File: src/hw/rtl/i2cbe_pkg.sv
// I2C master bit engine: shared types, operation codes and register indexes.
// Used by i2cbe_engine and i2c_master_bit_engine_top; no dependencies.
`default_nettype none

package i2cbe_pkg;

   localparam int BITS_PER_BYTE = 8;
   localparam int PHASE_W       = 16;
   localparam int TIMEOUT_W     = 8;
   localparam int CSR_ADDR_W    = 1;
   localparam int CSR_DATA_W    = 16;

   localparam logic [PHASE_W-1:0]   PHASE_TICKS_RST = 16'd8;
   localparam logic [TIMEOUT_W-1:0] ACK_TIMEOUT_RST = 8'd250;

   localparam logic [CSR_ADDR_W-1:0] CSR_PHASE_TICKS = 1'b0;
   localparam logic [CSR_ADDR_W-1:0] CSR_ACK_TIMEOUT = 1'b1;

   typedef enum logic [2:0] {
      OP_START = 3'd0,
      OP_STOP  = 3'd1,
      OP_WRITE = 3'd2,
      OP_RACK  = 3'd3,
      OP_READ  = 3'd4,
      OP_SACK  = 3'd5,
      OP_IDLE  = 3'd7
   } op_type;

   typedef struct packed {
      logic       cmd_valid;
      logic [2:0] mode;
      logic [7:0] tx_byte;
      logic       nack;
      logic       sda_in;
   } req_type;

   typedef struct packed {
      logic       scl;
      logic       sda_out;
      logic       sda_drive;
      logic       busy_res;
      logic       done_res;
      logic [7:0] rx_byte;
      logic       ack_missing;
   } rsp_type;

   typedef struct packed {
      logic [PHASE_W-1:0]   phase_ticks;
      logic [TIMEOUT_W-1:0] ack_timeout;
   } cfg_type;

endpackage

`default_nettype wire

File: src/hw/rtl/i2cbe_engine.sv
// I2C master bit engine state and per-tick update logic.
// Depends on i2cbe_pkg for the operation codes and the item structs.
`default_nettype none

module i2cbe_engine #(
   parameter int BITS_PER_BYTE = i2cbe_pkg::BITS_PER_BYTE
) (
   input  wire               clock,
   input  wire               reset,
   input  wire               step,
   input  i2cbe_pkg::req_type req,
   input  i2cbe_pkg::cfg_type cfg,
   output i2cbe_pkg::rsp_type rsp
);

   i2cbe_pkg::op_type op_ff, op_in;
   logic [1:0]  phase_ff, phase_in;
   logic [15:0] tick_ff, tick_in;
   logic [3:0]  bit_ff, bit_in;
   logic [7:0]  shift_ff, shift_in;
   logic [7:0]  poll_ff, poll_in;
   logic        scl_ff, scl_in;
   logic        sda_ff, sda_in;
   logic        dir_ff, dir_in;
   logic        ack_ff, ack_in;
   logic        nack_ff, nack_in;
   logic [7:0]  rx_ff, rx_in;
   logic        done;
   logic        do_poll;
   logic [15:0] pt;
   logic [3:0]  bit_inc;

   assign pt      = (cfg.phase_ticks == 16'd0) ? 16'd1 : cfg.phase_ticks;
   assign bit_inc = bit_ff + 4'd1;

   always_comb begin
      op_in    = op_ff;
      phase_in = phase_ff;
      tick_in  = tick_ff;
      bit_in   = bit_ff;
      shift_in = shift_ff;
      poll_in  = poll_ff;
      scl_in   = scl_ff;
      sda_in   = sda_ff;
      dir_in   = dir_ff;
      ack_in   = ack_ff;
      nack_in  = nack_ff;
      rx_in    = rx_ff;
      done     = 1'b0;
      do_poll  = 1'b0;

      if (op_ff == i2cbe_pkg::OP_IDLE) begin
         if (req.cmd_valid && (req.mode <= 3'(i2cbe_pkg::OP_SACK))) begin
            op_in    = i2cbe_pkg::op_type'(req.mode);
            bit_in   = 4'd0;
            phase_in = 2'd0;
            tick_in  = 16'd1;
            case (i2cbe_pkg::op_type'(req.mode))
               i2cbe_pkg::OP_START: begin
                  dir_in = 1'b1; sda_in = 1'b1; scl_in = 1'b1;
               end
               i2cbe_pkg::OP_STOP: begin
                  dir_in = 1'b1; sda_in = 1'b0; scl_in = 1'b1;
               end
               i2cbe_pkg::OP_WRITE: begin
                  dir_in   = 1'b1;
                  scl_in   = 1'b0;
                  sda_in   = req.tx_byte[7];
                  shift_in = {req.tx_byte[6:0], 1'b0};
               end
               i2cbe_pkg::OP_RACK: begin
                  dir_in = 1'b0; sda_in = 1'b1; poll_in = 8'd0;
               end
               i2cbe_pkg::OP_READ: begin
                  dir_in = 1'b0; sda_in = 1'b1; shift_in = 8'd0;
               end
               default: begin
                  dir_in = 1'b1; scl_in = 1'b0; nack_in = req.nack;
               end
            endcase
         end
      end else if (op_ff == i2cbe_pkg::OP_RACK && phase_ff == 2'd2) begin
         do_poll = 1'b1;
      end else if (tick_ff < pt) begin
         tick_in = tick_ff + 16'd1;
      end else begin
         // phase boundary: apply the next actions of the running command
         tick_in = 16'd1;
         case (op_ff)
            i2cbe_pkg::OP_START: begin
               if (phase_ff == 2'd0) begin
                  sda_in = 1'b0; phase_in = 2'd1;
               end else begin
                  scl_in = 1'b0; done = 1'b1;
               end
            end
            i2cbe_pkg::OP_STOP: begin
               if (phase_ff == 2'd0) begin
                  sda_in = 1'b1; phase_in = 2'd1;
               end else begin
                  done = 1'b1;
               end
            end
            i2cbe_pkg::OP_SACK: begin
               if (phase_ff == 2'd0) begin
                  sda_in = nack_ff; scl_in = 1'b1; phase_in = 2'd1;
               end else if (phase_ff == 2'd1) begin
                  scl_in = 1'b0; phase_in = 2'd2;
               end else begin
                  done = 1'b1;
               end
            end
            i2cbe_pkg::OP_RACK: begin
               if (phase_ff == 2'd0) begin
                  scl_in = 1'b1; phase_in = 2'd1;
               end else begin
                  phase_in = 2'd2; tick_in = 16'd0; do_poll = 1'b1;
               end
            end
            i2cbe_pkg::OP_WRITE: begin
               if (phase_ff == 2'd0) begin
                  scl_in = 1'b1; phase_in = 2'd1;
               end else if (phase_ff == 2'd1) begin
                  scl_in = 1'b0; phase_in = 2'd2;
               end else begin
                  bit_in = bit_inc;
                  if (bit_inc >= 4'(BITS_PER_BYTE)) begin
                     done = 1'b1;
                  end else begin
                     sda_in   = shift_ff[7];
                     shift_in = {shift_ff[6:0], 1'b0};
                     phase_in = 2'd0;
                  end
               end
            end
            i2cbe_pkg::OP_READ: begin
               if (phase_ff == 2'd0) begin
                  scl_in = 1'b1; phase_in = 2'd1;
               end else if (phase_ff == 2'd1) begin
                  shift_in = {shift_ff[6:0], req.sda_in};
                  scl_in   = 1'b0;
                  phase_in = 2'd2;
               end else begin
                  bit_in = bit_inc;
                  if (bit_inc >= 4'(BITS_PER_BYTE)) begin
                     rx_in = shift_ff; done = 1'b1;
                  end else begin
                     phase_in = 2'd0;
                  end
               end
            end
            default: done = 1'b1;
         endcase
      end

      // sample the ACK slot once per tick
      if (do_poll) begin
         if (!req.sda_in) begin
            scl_in = 1'b0; ack_in = 1'b0; done = 1'b1;
         end else if (poll_ff >= cfg.ack_timeout) begin
            ack_in   = 1'b1;
            op_in    = i2cbe_pkg::OP_STOP;
            dir_in   = 1'b1;
            sda_in   = 1'b0;
            scl_in   = 1'b1;
            phase_in = 2'd0;
            tick_in  = 16'd1;
         end else begin
            poll_in = poll_ff + 8'd1;
         end
      end

      if (done) begin
         op_in    = i2cbe_pkg::OP_IDLE;
         phase_in = 2'd0;
         tick_in  = 16'd0;
      end
   end

   always_comb begin
      rsp.scl         = scl_in;
      rsp.sda_out     = sda_in;
      rsp.sda_drive   = dir_in;
      rsp.busy_res    = (op_in != i2cbe_pkg::OP_IDLE);
      rsp.done_res    = done;
      rsp.rx_byte     = rx_in;
      rsp.ack_missing = ack_in;
   end

   always_ff @(posedge clock) begin
      if (reset) begin
         op_ff    <= i2cbe_pkg::OP_IDLE;
         phase_ff <= 2'd0;
         tick_ff  <= 16'd0;
         bit_ff   <= 4'd0;
         shift_ff <= 8'd0;
         poll_ff  <= 8'd0;
         scl_ff   <= 1'b1;
         sda_ff   <= 1'b1;
         dir_ff   <= 1'b1;
         ack_ff   <= 1'b0;
         nack_ff  <= 1'b0;
         rx_ff    <= 8'd0;
      end else if (step) begin
         op_ff    <= op_in;
         phase_ff <= phase_in;
         tick_ff  <= tick_in;
         bit_ff   <= bit_in;
         shift_ff <= shift_in;
         poll_ff  <= poll_in;
         scl_ff   <= scl_in;
         sda_ff   <= sda_in;
         dir_ff   <= dir_in;
         ack_ff   <= ack_in;
         nack_ff  <= nack_in;
         rx_ff    <= rx_in;
      end
   end

endmodule

`default_nettype wire

File: src/hw/rtl/i2c_master_bit_engine_top.sv
// I2C master bit engine top level: input register, engine, result register, CSRs.
// Depends on i2cbe_pkg and i2cbe_engine.
`default_nettype none

// Channel   Direction  Handshake            Payload
// req_      in         req_valid/req_stall  cmd_valid, mode, tx_byte, nack, sda_in
// rsp_      out        rsp_valid/rsp_stall  scl, sda_out, sda_drive, busy_res,
//                                           done_res, rx_byte, ack_missing
// csr_      in         csr_we               csr_addr, csr_wdata
//
// One item per cycle sustained while rsp_stall is low; each item's result is offered
// on rsp_ once it has passed the input register and then the engine update into
// the result register.
// The engine's per-tick state update is the single step between those registers.
// Reset is synchronous, active high; it restores the bus-released state and the
// register defaults (phase_ticks 8, ack_timeout 250).
// A stall on rsp_ holds the result register and backs up into req_stall only
// once both the input register and the result register are full.

module i2c_master_bit_engine_top #(
   parameter int BITS_PER_BYTE = i2cbe_pkg::BITS_PER_BYTE
) (
   input  wire        clock,
   input  wire        reset,
   // input items
   input  wire        req_valid,
   output logic       req_stall,
   input  wire        req_cmd_valid,
   input  wire [2:0]  req_mode,
   input  wire [7:0]  req_tx_byte,
   input  wire        req_nack,
   input  wire        req_sda_in,
   // result items
   output logic       rsp_valid,
   input  wire        rsp_stall,
   output logic       rsp_scl,
   output logic       rsp_sda_out,
   output logic       rsp_sda_drive,
   output logic       rsp_busy_res,
   output logic       rsp_done_res,
   output logic [7:0] rsp_rx_byte,
   output logic       rsp_ack_missing,
   // configuration
   input  wire                              csr_we,
   input  wire [i2cbe_pkg::CSR_ADDR_W-1:0]  csr_addr,
   input  wire [i2cbe_pkg::CSR_DATA_W-1:0]  csr_wdata
);

   logic               in_valid_ff, in_valid_in;
   i2cbe_pkg::req_type in_ff;
   logic               out_valid_ff, out_valid_in;
   i2cbe_pkg::rsp_type out_ff;
   i2cbe_pkg::rsp_type eng_rsp;
   i2cbe_pkg::cfg_type cfg_ff;
   logic               advance;
   logic               step;

   // result register can take a new item when empty or being drained
   assign advance      = !out_valid_ff || !rsp_stall;
   assign step         = in_valid_ff && advance;
   assign req_stall    = in_valid_ff && !advance;
   assign in_valid_in  = req_stall ? in_valid_ff : req_valid;
   assign out_valid_in = advance ? in_valid_ff : out_valid_ff;

   // configuration registers
   always_ff @(posedge clock) begin
      if (reset) begin
         cfg_ff.phase_ticks <= i2cbe_pkg::PHASE_TICKS_RST;
         cfg_ff.ack_timeout <= i2cbe_pkg::ACK_TIMEOUT_RST;
      end else if (csr_we) begin
         case (csr_addr)
            i2cbe_pkg::CSR_PHASE_TICKS: cfg_ff.phase_ticks <= csr_wdata;
            i2cbe_pkg::CSR_ACK_TIMEOUT:
               cfg_ff.ack_timeout <= csr_wdata[i2cbe_pkg::TIMEOUT_W-1:0];
            default: ;
         endcase
      end
   end

   // input register: hold while stalled, load on every accepted item
   always_ff @(posedge clock) begin
      if (reset) begin
         in_valid_ff <= 1'b0;
      end else begin
         in_valid_ff <= in_valid_in;
      end
   end

   always_ff @(posedge clock) begin
      if (req_valid && !req_stall) begin
         in_ff.cmd_valid <= req_cmd_valid;
         in_ff.mode      <= req_mode;
         in_ff.tx_byte   <= req_tx_byte;
         in_ff.nack      <= req_nack;
         in_ff.sda_in    <= req_sda_in;
      end
   end

   i2cbe_engine #(
      .BITS_PER_BYTE (BITS_PER_BYTE)
   ) u_engine (
      .clock (clock),
      .reset (reset),
      .step  (step),
      .req   (in_ff),
      .cfg   (cfg_ff),
      .rsp   (eng_rsp)
   );

   // result register: advance when empty or when the downstream side takes the item
   always_ff @(posedge clock) begin
      if (reset) begin
         out_valid_ff <= 1'b0;
      end else begin
         out_valid_ff <= out_valid_in;
      end
   end

   always_ff @(posedge clock) begin
      if (step) begin
         out_ff <= eng_rsp;
      end
   end

   assign rsp_valid       = out_valid_ff;
   assign rsp_scl         = out_ff.scl;
   assign rsp_sda_out     = out_ff.sda_out;
   assign rsp_sda_drive   = out_ff.sda_drive;
   assign rsp_busy_res    = out_ff.busy_res;
   assign rsp_done_res    = out_ff.done_res;
   assign rsp_rx_byte     = out_ff.rx_byte;
   assign rsp_ack_missing = out_ff.ack_missing;

   // a finished command never reports busy on its done tick
   a_done_not_busy: assert property (@(posedge clock) disable iff (reset)
      rsp_valid && rsp_done_res |-> !rsp_busy_res)
      else $error("done reported while busy");

   // a released SDA line always has its output level high
   a_released_high: assert property (@(posedge clock) disable iff (reset)
      rsp_valid && !rsp_sda_drive |-> rsp_sda_out)
      else $error("SDA released but driven level low");

   // back-pressure only when both pipeline registers hold items
   a_stall_full: assert property (@(posedge clock) disable iff (reset)
      req_stall |-> (in_valid_ff && out_valid_ff && rsp_stall))
      else $error("input stalled with room in the pipeline");

endmodule

`default_nettype wire
File: config.mk
export PLATFORM = sky130hd
export DESIGN_NAME = i2c_master_bit_engine_top
export DESIGN_NICKNAME = d
export VERILOG_FILES = /design/src/hw/rtl/i2cbe_pkg.sv /design/src/hw/rtl/i2cbe_engine.sv /design/src/hw/rtl/i2c_master_bit_engine_top.sv
export SDC_FILE = /design/constraint.sdc
export NUM_CORES = 1
export LEC_CHECK = 0
export BUFFER_PORTS_ARGS = -buffer_cell sky130_fd_sc_hd__buf_2
export CELL_PAD_IN_SITES_DETAIL_PLACEMENT = 2
export CELL_PAD_IN_SITES_GLOBAL_PLACEMENT = 2
export CORE_MARGIN = 1.5
export CORE_UTILIZATION = 40
export CTS_CLUSTER_SIZE = 30
export DETAILED_ROUTE_END_ITERATION = 10
export PLACE_DENSITY_LB_ADDON = 0.1
export SETUP_SLACK_MARGIN = 0.3
export SLEW_MARGIN = 20
export SYNTH_ARGS = -nofsm -noshare
export SYNTH_HDL_FRONTEND = slang
export SYNTH_SLANG_ARGS = --single-unit
File: constraint.sdc
create_clock -name clock -period 4 [get_ports clock]
set_input_delay 0.2 -clock clock [delete_from_list [all_inputs] [get_ports clock]]
set_output_delay 0.2 -clock clock [all_outputs]
set_load 0.01 [all_outputs]
==> impl_metrics.tcl, run 1 <==
set metrics [dict create \
    outcome "completed" \
    mostFrequentLayoutCells "80 x sky130_fd_sc_hd__dfxtp_1, 78 x sky130_fd_sc_hd__nand2_1, 54 x sky130_fd_sc_hd__a21oi_1" \
    worst_hold_path.num_cells 1 \
    path_class "reg2reg" \
    post-cts-setup-buffers 0 \
    filler_cell_count 1628 \
    setup.worst_path.start_class "register" \
    layout_commonest_cell "sky130_fd_sc_hd__dfxtp_1" \
    finalWorstSetupSlack_ns 0.771 \
    crit_required_ns 4.25 \
    syn-cell-area_um2 5870 \
    chipWidth_um 124 \
    syn-num-nets 736 \
    drc 0 \
    max-vdd-ir-drop_v 0.000218 \
    die-height_um 124 \
    synthesized_area_fraction_occupied_by_adder_cells_pct 6.18 \
    clockRootBuffer "sky130_fd_sc_hd__clkbuf_16" \
    track_usage_pct 27.3 \
    critical_path.endpoint_type "register" \
    finalNetCount 784 \
    sw_frac_of_total_pct 27.4 \
    grt_max_degree 48 \
    grt_first_pass_wirelength_mm 31.7 \
    synth_simple_gate_area_share_pct 21.8 \
    synth.area.mux_share_pct 3.92 \
    min-delay-path-class "in2reg" \
    design.core.area_um2 14400 \
    synth_sequential_area_ratio_pct 41.6 \
    post_cts.resized_instances 0 \
    max-clock-path-buffers 2 \
    cp.arrival_ns 3.48 \
    share_of_synthesized_registers_carrying_an_async_set_or_reset_pct 0 \
    post_cts_hold_buffer_count 5 \
    pwr-share-clk_pct 39.9 \
    slowest_stage "sky130_fd_sc_hd__a32oi_4" \
    dpl.cell_count 885 \
    slew_violations 0 \
    synth_edf_count 28 \
    yosys.cell_types.count 68 \
    tightestPinTransition_ns 1.11 \
    first_pass_iters 4 \
    clock_latency_on_the_worst_skew_pair_ns 0.37 \
    cp_slowest_stage_delay_ns 0.68 \
    ratio_of_cells_with_drive_above_1_in_the_final_layout_pct 14.2 \
    synth_top_flop_cell "sky130_fd_sc_hd__dfxtp_1" \
    worst_r2r_path_depth 8 \
    wl_mm 20.0 \
    antenna_found_initial 0 \
    post_drt_wl_per_cell_um 22.1 \
    internal_power_uw 1740 \
    final-setup-viol-count 0 \
    tritoncts_num_sinks 108 \
    grt_pass1_vias 5883 \
    dr.first_iter.drc_count 244 \
    yosys_register_bits 108 \
    antenna_cells 0 \
    final.setup.tns_ns 0 \
    htree_levels 3 \
    place.detailed.hpwl_mm 14.5 \
    clkTransAtPathRegs_ns 0.08 \
    combPwrFrac_pct 10.5 \
    yosysWarningCount 0 \
    tritoncts.num_buffers 9 \
    synth_top_cell_area_share_pct 27.3 \
    seq_area_um2 2440 \
    worst_slew_margin_rel_pct 26.3 \
    synth.area.top_cells "sky130_fd_sc_hd__dfxtp_1 27%, sky130_fd_sc_hd__edfxtp_1 14%, sky130_fd_sc_hd__ha_1 6.2%, sky130_fd_sc_hd__nand2_1 5.0%, sky130_fd_sc_hd__a21oi_1 4.6%" \
    area.growth.synth_to_final_pct 13.6 \
    postSynthAreaPerCell_um2 8.75 \
    final-instance-count-excl-fill 907 \
    synth_top_area_cell "sky130_fd_sc_hd__dfxtp_1" \
    finClkSkew_ns 0.00938 \
    detailedPlace.worstSlack_ns 0.776 \
    gp_congestion 0.849 \
    post-route-min-period_ns 3.23 \
    grt-ovfl-total 0 \
    ant_nets 0 \
    vias 5431 \
    rows 44 \
    cell_by_cell_trace_of_the_critical_path "inv_1, ha_1, nand2b_1, a2111oi_0, o311ai_1, a32oi_4, nand2_4, a2111oi_2" \
    rsz0062_at_grt "no" \
    route.detailed.vias_per_inst 5.99 \
    multi_input_comb_area_um2 3150 \
    p_leak_uw 0.00263 \
    worstPathMaxFanout 15 \
    max_freq_ghz 0.310 \
    p_switching_uw 656 \
    power-per-cell-area_nw_per_um2 359 \
    cts_tree "built" \
    synth-compound-area-share_pct 20.7 \
    die_area_um2 15400 \
    buffer_ports.inserted 51 \
    hold_violations 0 \
    final_min_period_over_clock_period_pct 80.7 \
    synthXorXnorAreaFrac_pct 0.895 \
    synth_top_family_by_area "simple AND/OR/NAND/NOR gates" \
    cap_violations 0 \
    post_syn_instances 671 \
    power_frac_seq_pct 49.5 \
    starting_density_of_the_core_pct 40.7 \
    top_level_ports 52 \
    post-layout-total-power_uw 2400 \
]
[metal layers]
metal	routed length (um)	global-route usage, %	part of all wire, %
met1	8790	33.8	44
met2	10200	48.3	51
met3	598	4.95	3.0
met4	418	8.17	2.1
met5	0	0	0
[per-stage QoR]
stage	util, %	hold WS [ns]	instance area [um^2]
CTS	46.1	0.00174	6650
global placement	43.7	0.377	6300
finish	46.2	0.0112	6670
global route	46.2	-0.00993	6670
detailed placement	43.7	0.379	6300
floorplan	-	0.299	5870
[cells by family (layout without fill, tap and decap cells)]
family	after synthesis	in the layout
simple gates	254	254
compound gates	183	183
mux	22	22
fa+ha+maj	29	29
xor+xnor	6	6
flops	108	108
buf+inv	69	121
[critical path: cells and delay by family (launching register included)]
kind                     cells  cell delay (ns)
adder cells (fa/ha/maj)      1             0.28
AO/OA/AOI/OAI                4             2.00
AND/OR/NAND/NOR              2             0.32
buffers and inverters        1             0.08
flip-flops                   1             0.44
[state kept, by name (all words and copies together) (netlist names), 2 cells and up]
| signal | cells |
|---|---|
| u_engine.poll_ff | 8 |
| cfg_ff | 24 |
| u_engine.rx_ff | 8 |
| u_engine.bit_ff | 4 |
| u_engine.op_ff | 3 |
| u_engine.phase_ff | 2 |
| u_engine.shift_ff | 8 |
| u_engine.tick_ff | 16 |
| rsp_rx_byte | 8 |
| in_ff | 14 |
[worst paths after layout]
path              slack [ns]                                to                             start
hold / removal          0.01               in_ff[11]$_DFFE_PP_                       req_mode[1]
hold reg to reg         0.47            cfg_ff[5]$_SDFFE_PP1P_            cfg_ff[5]$_SDFFE_PP1P_
setup / recovery        0.77  u_engine.tick_ff[4]$_SDFFE_PP0P_  u_engine.poll_ff[0]$_SDFFE_PP0P_
setup reg to reg        0.77  u_engine.tick_ff[4]$_SDFFE_PP0P_  u_engine.poll_ff[0]$_SDFFE_PP0P_
[power by group through the flow]
stage,sequential [uW],combinational (uW),clock (uW)
2_1_floorplan,1200,151,0
3_3_place_gp,1210,227,0
3_5_place_dp,1210,243,0
4_1_cts,1190,251,979
5_1_grt,1190,276,1020
6_report,1190,252,957
[synth_stat cells, types with 3 or more instances]
cell,number
sky130_fd_sc_hd__mux2i_1,14
sky130_fd_sc_hd__o2111ai_1,4
sky130_fd_sc_hd__clkbuf_1,21
sky130_fd_sc_hd__and2_1,3
sky130_fd_sc_hd__nor3b_1,6
sky130_fd_sc_hd__o311ai_0,3
sky130_fd_sc_hd__buf_2,8
sky130_fd_sc_hd__mux2_2,8
sky130_fd_sc_hd__nor4_2,4
sky130_fd_sc_hd__nor2b_1,12
sky130_fd_sc_hd__nand2_1,78
sky130_fd_sc_hd__a21oi_1,54
sky130_fd_sc_hd__a221oi_1,9
sky130_fd_sc_hd__o21ai_1,6
sky130_fd_sc_hd__a22oi_1,3
sky130_fd_sc_hd__inv_1,37
sky130_fd_sc_hd__xnor2_1,3
sky130_fd_sc_hd__edfxtp_1,28
sky130_fd_sc_hd__o211a_1,4
sky130_fd_sc_hd__a21boi_0,3
sky130_fd_sc_hd__o31ai_1,7
sky130_fd_sc_hd__nand2b_1,7
sky130_fd_sc_hd__nor3_1,20
sky130_fd_sc_hd__nand3_1,32
sky130_fd_sc_hd__a31oi_1,3
sky130_fd_sc_hd__or3_1,5
sky130_fd_sc_hd__dfxtp_1,80
sky130_fd_sc_hd__o21a_1,6
sky130_fd_sc_hd__ha_1,29
sky130_fd_sc_hd__a211oi_1,6
sky130_fd_sc_hd__nor4_1,3
sky130_fd_sc_hd__xor2_1,3
sky130_fd_sc_hd__nor2_1,45
sky130_fd_sc_hd__nand4_1,13
sky130_fd_sc_hd__and3_1,11
sky130_fd_sc_hd__nand4b_1,3
sky130_fd_sc_hd__o21ai_0,45
[layout make-up]
cell class	instances	area share (%)
Timing Repair Buffer	69	6.12
Clock inverter	6	1.14
Clock buffer	9	3.38
Inverter	37	2.08
Tap cell	184	3.45
Multi-Input combinational cell	494	47.2
Sequential cell	108	36.6
(Power assumes the default switching activity.)
==> run 2, diff against run 1 <==
--- a/config.mk
+++ b/config.mk
@@ -9,7 +9,7 @@
 export CELL_PAD_IN_SITES_DETAIL_PLACEMENT = 2
 export CELL_PAD_IN_SITES_GLOBAL_PLACEMENT = 2
 export CORE_MARGIN = 1.5
-export CORE_UTILIZATION = 40
+export CORE_UTILIZATION = 33
 export CTS_CLUSTER_SIZE = 30
 export DETAILED_ROUTE_END_ITERATION = 10
 export PLACE_DENSITY_LB_ADDON = 0.1
==> constraint.sdc (replaced) <==
create_clock -name clock -period 2.8 [get_ports clock]
set_input_delay 0.14 -clock clock [delete_from_list [all_inputs] [get_ports clock]]
set_output_delay 0.14 -clock clock [all_outputs]
set_load 0.01 [all_outputs]
==> impl_metrics.tcl, run 2 (synthesized netlist as in run 1, its figures left out) <==
set metrics [dict create \
    outcome "completed" \
    die_area_um2 18600 \
    max-vdd-ir-drop_v 0.000342 \
    rsz0062_at_grt "yes" \
    clkTransAtPathRegs_ns 0.10 \
    setup.worst_path.start_class "register" \
    ant_nets 0 \
    final-setup-viol-count 0 \
    min-delay-path-class "in2reg" \
    top_level_ports 52 \
    worstPathMaxFanout 8 \
    ratio_of_cells_with_drive_above_1_in_the_final_layout_pct 29.7 \
    detailedPlace.worstSlack_ns -0.0186 \
    grt_pass1_vias 6047 \
    finalNetCount 840 \
    max-clock-path-buffers 2 \
    antenna_found_initial 0 \
    die-height_um 136 \
    post_drt_wl_per_cell_um 21.2 \
    final-instance-count-excl-fill 1005 \
    layout_top_registers "cfg_ff: 24 flops, u_engine.tick_ff: 16 flops, in_ff: 14 flops" \
    max_freq_ghz 0.392 \
    pwr-share-clk_pct 38.7 \
    tritoncts_num_sinks 108 \
    p_switching_uw 1060 \
    drc 0 \
    place.detailed.hpwl_mm 14.6 \
    track_usage_pct 22.5 \
    grt-ovfl-total 0 \
    p_leak_uw 0.00305 \
    dpl.cell_count 953 \
    critical_path.endpoint_type "register" \
    buffer_ports.inserted 51 \
    area.growth.synth_to_final_pct 32.5 \
    tightestPinTransition_ns 0.768 \
    power-per-cell-area_nw_per_um2 456 \
    vias 5553 \
    post_layout_utilization_of_the_core_pct 44.8 \
    slew_violations 0 \
    final_min_period_over_clock_period_pct 91.1 \
    combPwrFrac_pct 13.5 \
    largest-register "cfg_ff" \
    post-route-min-period_ns 2.55 \
    dr.first_iter.drc_count 170 \
    clock_latency_on_the_worst_skew_pair_ns 0.38 \
    finalWorstSetupSlack_ns 0.250 \
    post-layout-total-power_uw 3550 \
    mostFrequentLayoutCells "76 x sky130_fd_sc_hd__nand2_1, 60 x sky130_fd_sc_hd__dfxtp_1, 51 x sky130_fd_sc_hd__buf_2" \
    route.detailed.vias_per_inst 5.53 \
    design.core.area_um2 17400 \
    largest_reg_flops 24 \
    wl_mm 21.3 \
    htree_levels 3 \
    starting_density_of_the_core_pct 33.8 \
    antenna_cells 0 \
    layout_commonest_cell "sky130_fd_sc_hd__nand2_1" \
    grt_first_pass_wirelength_mm 32.3 \
    chipWidth_um 136 \
    internal_power_uw 2490 \
    rows 48 \
    power_frac_seq_pct 47.7 \
    cap_violations 0 \
    sw_frac_of_total_pct 29.8 \
    hold_violations 0 \
    cp.arrival_ns 2.79 \
    worst_slew_margin_rel_pct 48.7 \
    crit_required_ns 3.04 \
    clockRootBuffer "sky130_fd_sc_hd__clkbuf_16" \
    filler_cell_count 1892 \
    tritoncts.num_buffers 9 \
    first_pass_iters 5 \
    grt_max_degree 33 \
    gp_congestion 0.802 \
    path_class "reg2reg" \
    cts_tree "built" \
    finClkSkew_ns 0.0162 \
]
-- run 2: cell types whose count changed in the layout (fill, tap and decap cells not counted), sizes merged --
cell / delta
buf: +45
bufinv: -1
clkinv: +5
dlygate4sd3: +11
inv: -3
-- run 2: power by group through the flow --
stage                     Clock (uW)  Combinational (uW)  Sequential [uW]
after floorplan                    0                 215             1720
after global placement             0                 359             1720
after detailed placement           0                 373             1720
after CTS                       1400                 426             1690
after global routing            1450                 521             1700
final                           1370                 480             1690
-- run 2: area by class of cell --
type | count | area [um^2] | share of cell area (%)
multi-input cells | 494 | 3650 | 46.9
flip-flops and latches | 108 | 2470 | 31.8
repair buffers | 125 | 918 | 11.8
well taps | 225 | 282 | 3.62
clock buffers | 9 | 225 | 2.89
inverters | 37 | 139 | 1.78
clock inverters | 7 | 93.8 | 1.21
-- run 2: stage by stage --
step	area [um^2]	TNS (ns)	hold WS [ns]
detailed placement	6560	-0.0190	0.318
global placement	6560	0	0.316
finish	7780	0	0.00251
floorplan	5870	0	0.239
global route	7780	0	0.00857
CTS	7310	0	0.000963
-- run 2: what timing repair did --
item                                    4_1_cts  5_1_grt
buffers inserted                              7        9
endpoints found under the setup margin       55       57
gates resized for setup                      48       88
cloned                                        1        1
pin swaps                                    14       30
hold buffers                                 18        0
hold endpoints to repair                     18        0
-- run 2: worst paths after layout --
check | slack [ns] | end | startpoint | cells past startpoint
worst min-delay path | 0.003 | cfg_ff[19]$_SDFFE_PP0P_ | csr_wdata[11] | 3
worst max register to register | 0.25 | u_engine.shift_ff[6]$_SDFFE_PP0P_ | cfg_ff[23]$_SDFFE_PP0P_ | 12
worst min register to register | 0.47 | cfg_ff[4]$_SDFFE_PP1P_ | cfg_ff[4]$_SDFFE_PP1P_ | 2
worst max-delay path | 0.25 | u_engine.shift_ff[6]$_SDFFE_PP0P_ | cfg_ff[23]$_SDFFE_PP0P_ | 12
-- run 2: worst max-delay path: stages (launching register included) --
cell and delay, ns:
sky130_fd_sc_hd__dfxtp_2 0.36, sky130_fd_sc_hd__inv_2 0.06, sky130_fd_sc_hd__ha_4 0.27, sky130_fd_sc_hd__nand4_1 0.23, sky130_fd_sc_hd__nor2_4 0.23, sky130_fd_sc_hd__buf_6 0.11
sky130_fd_sc_hd__o211a_1 0.15, sky130_fd_sc_hd__a211o_1 0.19, sky130_fd_sc_hd__buf_6 0.12, sky130_fd_sc_hd__nand4b_1 0.17, sky130_fd_sc_hd__buf_6 0.21, sky130_fd_sc_hd__a221oi_2 0.19
sky130_fd_sc_hd__nor3_1 0.09
-- run 2: layer usage --
layer	vias up	wire length, um	GRT usage (%)
met5	-	0	0
met4	0	330	6.56
met3	24	467	3.06
met2	58	10600	39.0
met1	2813	9890	29.1
li1	2658	-	-
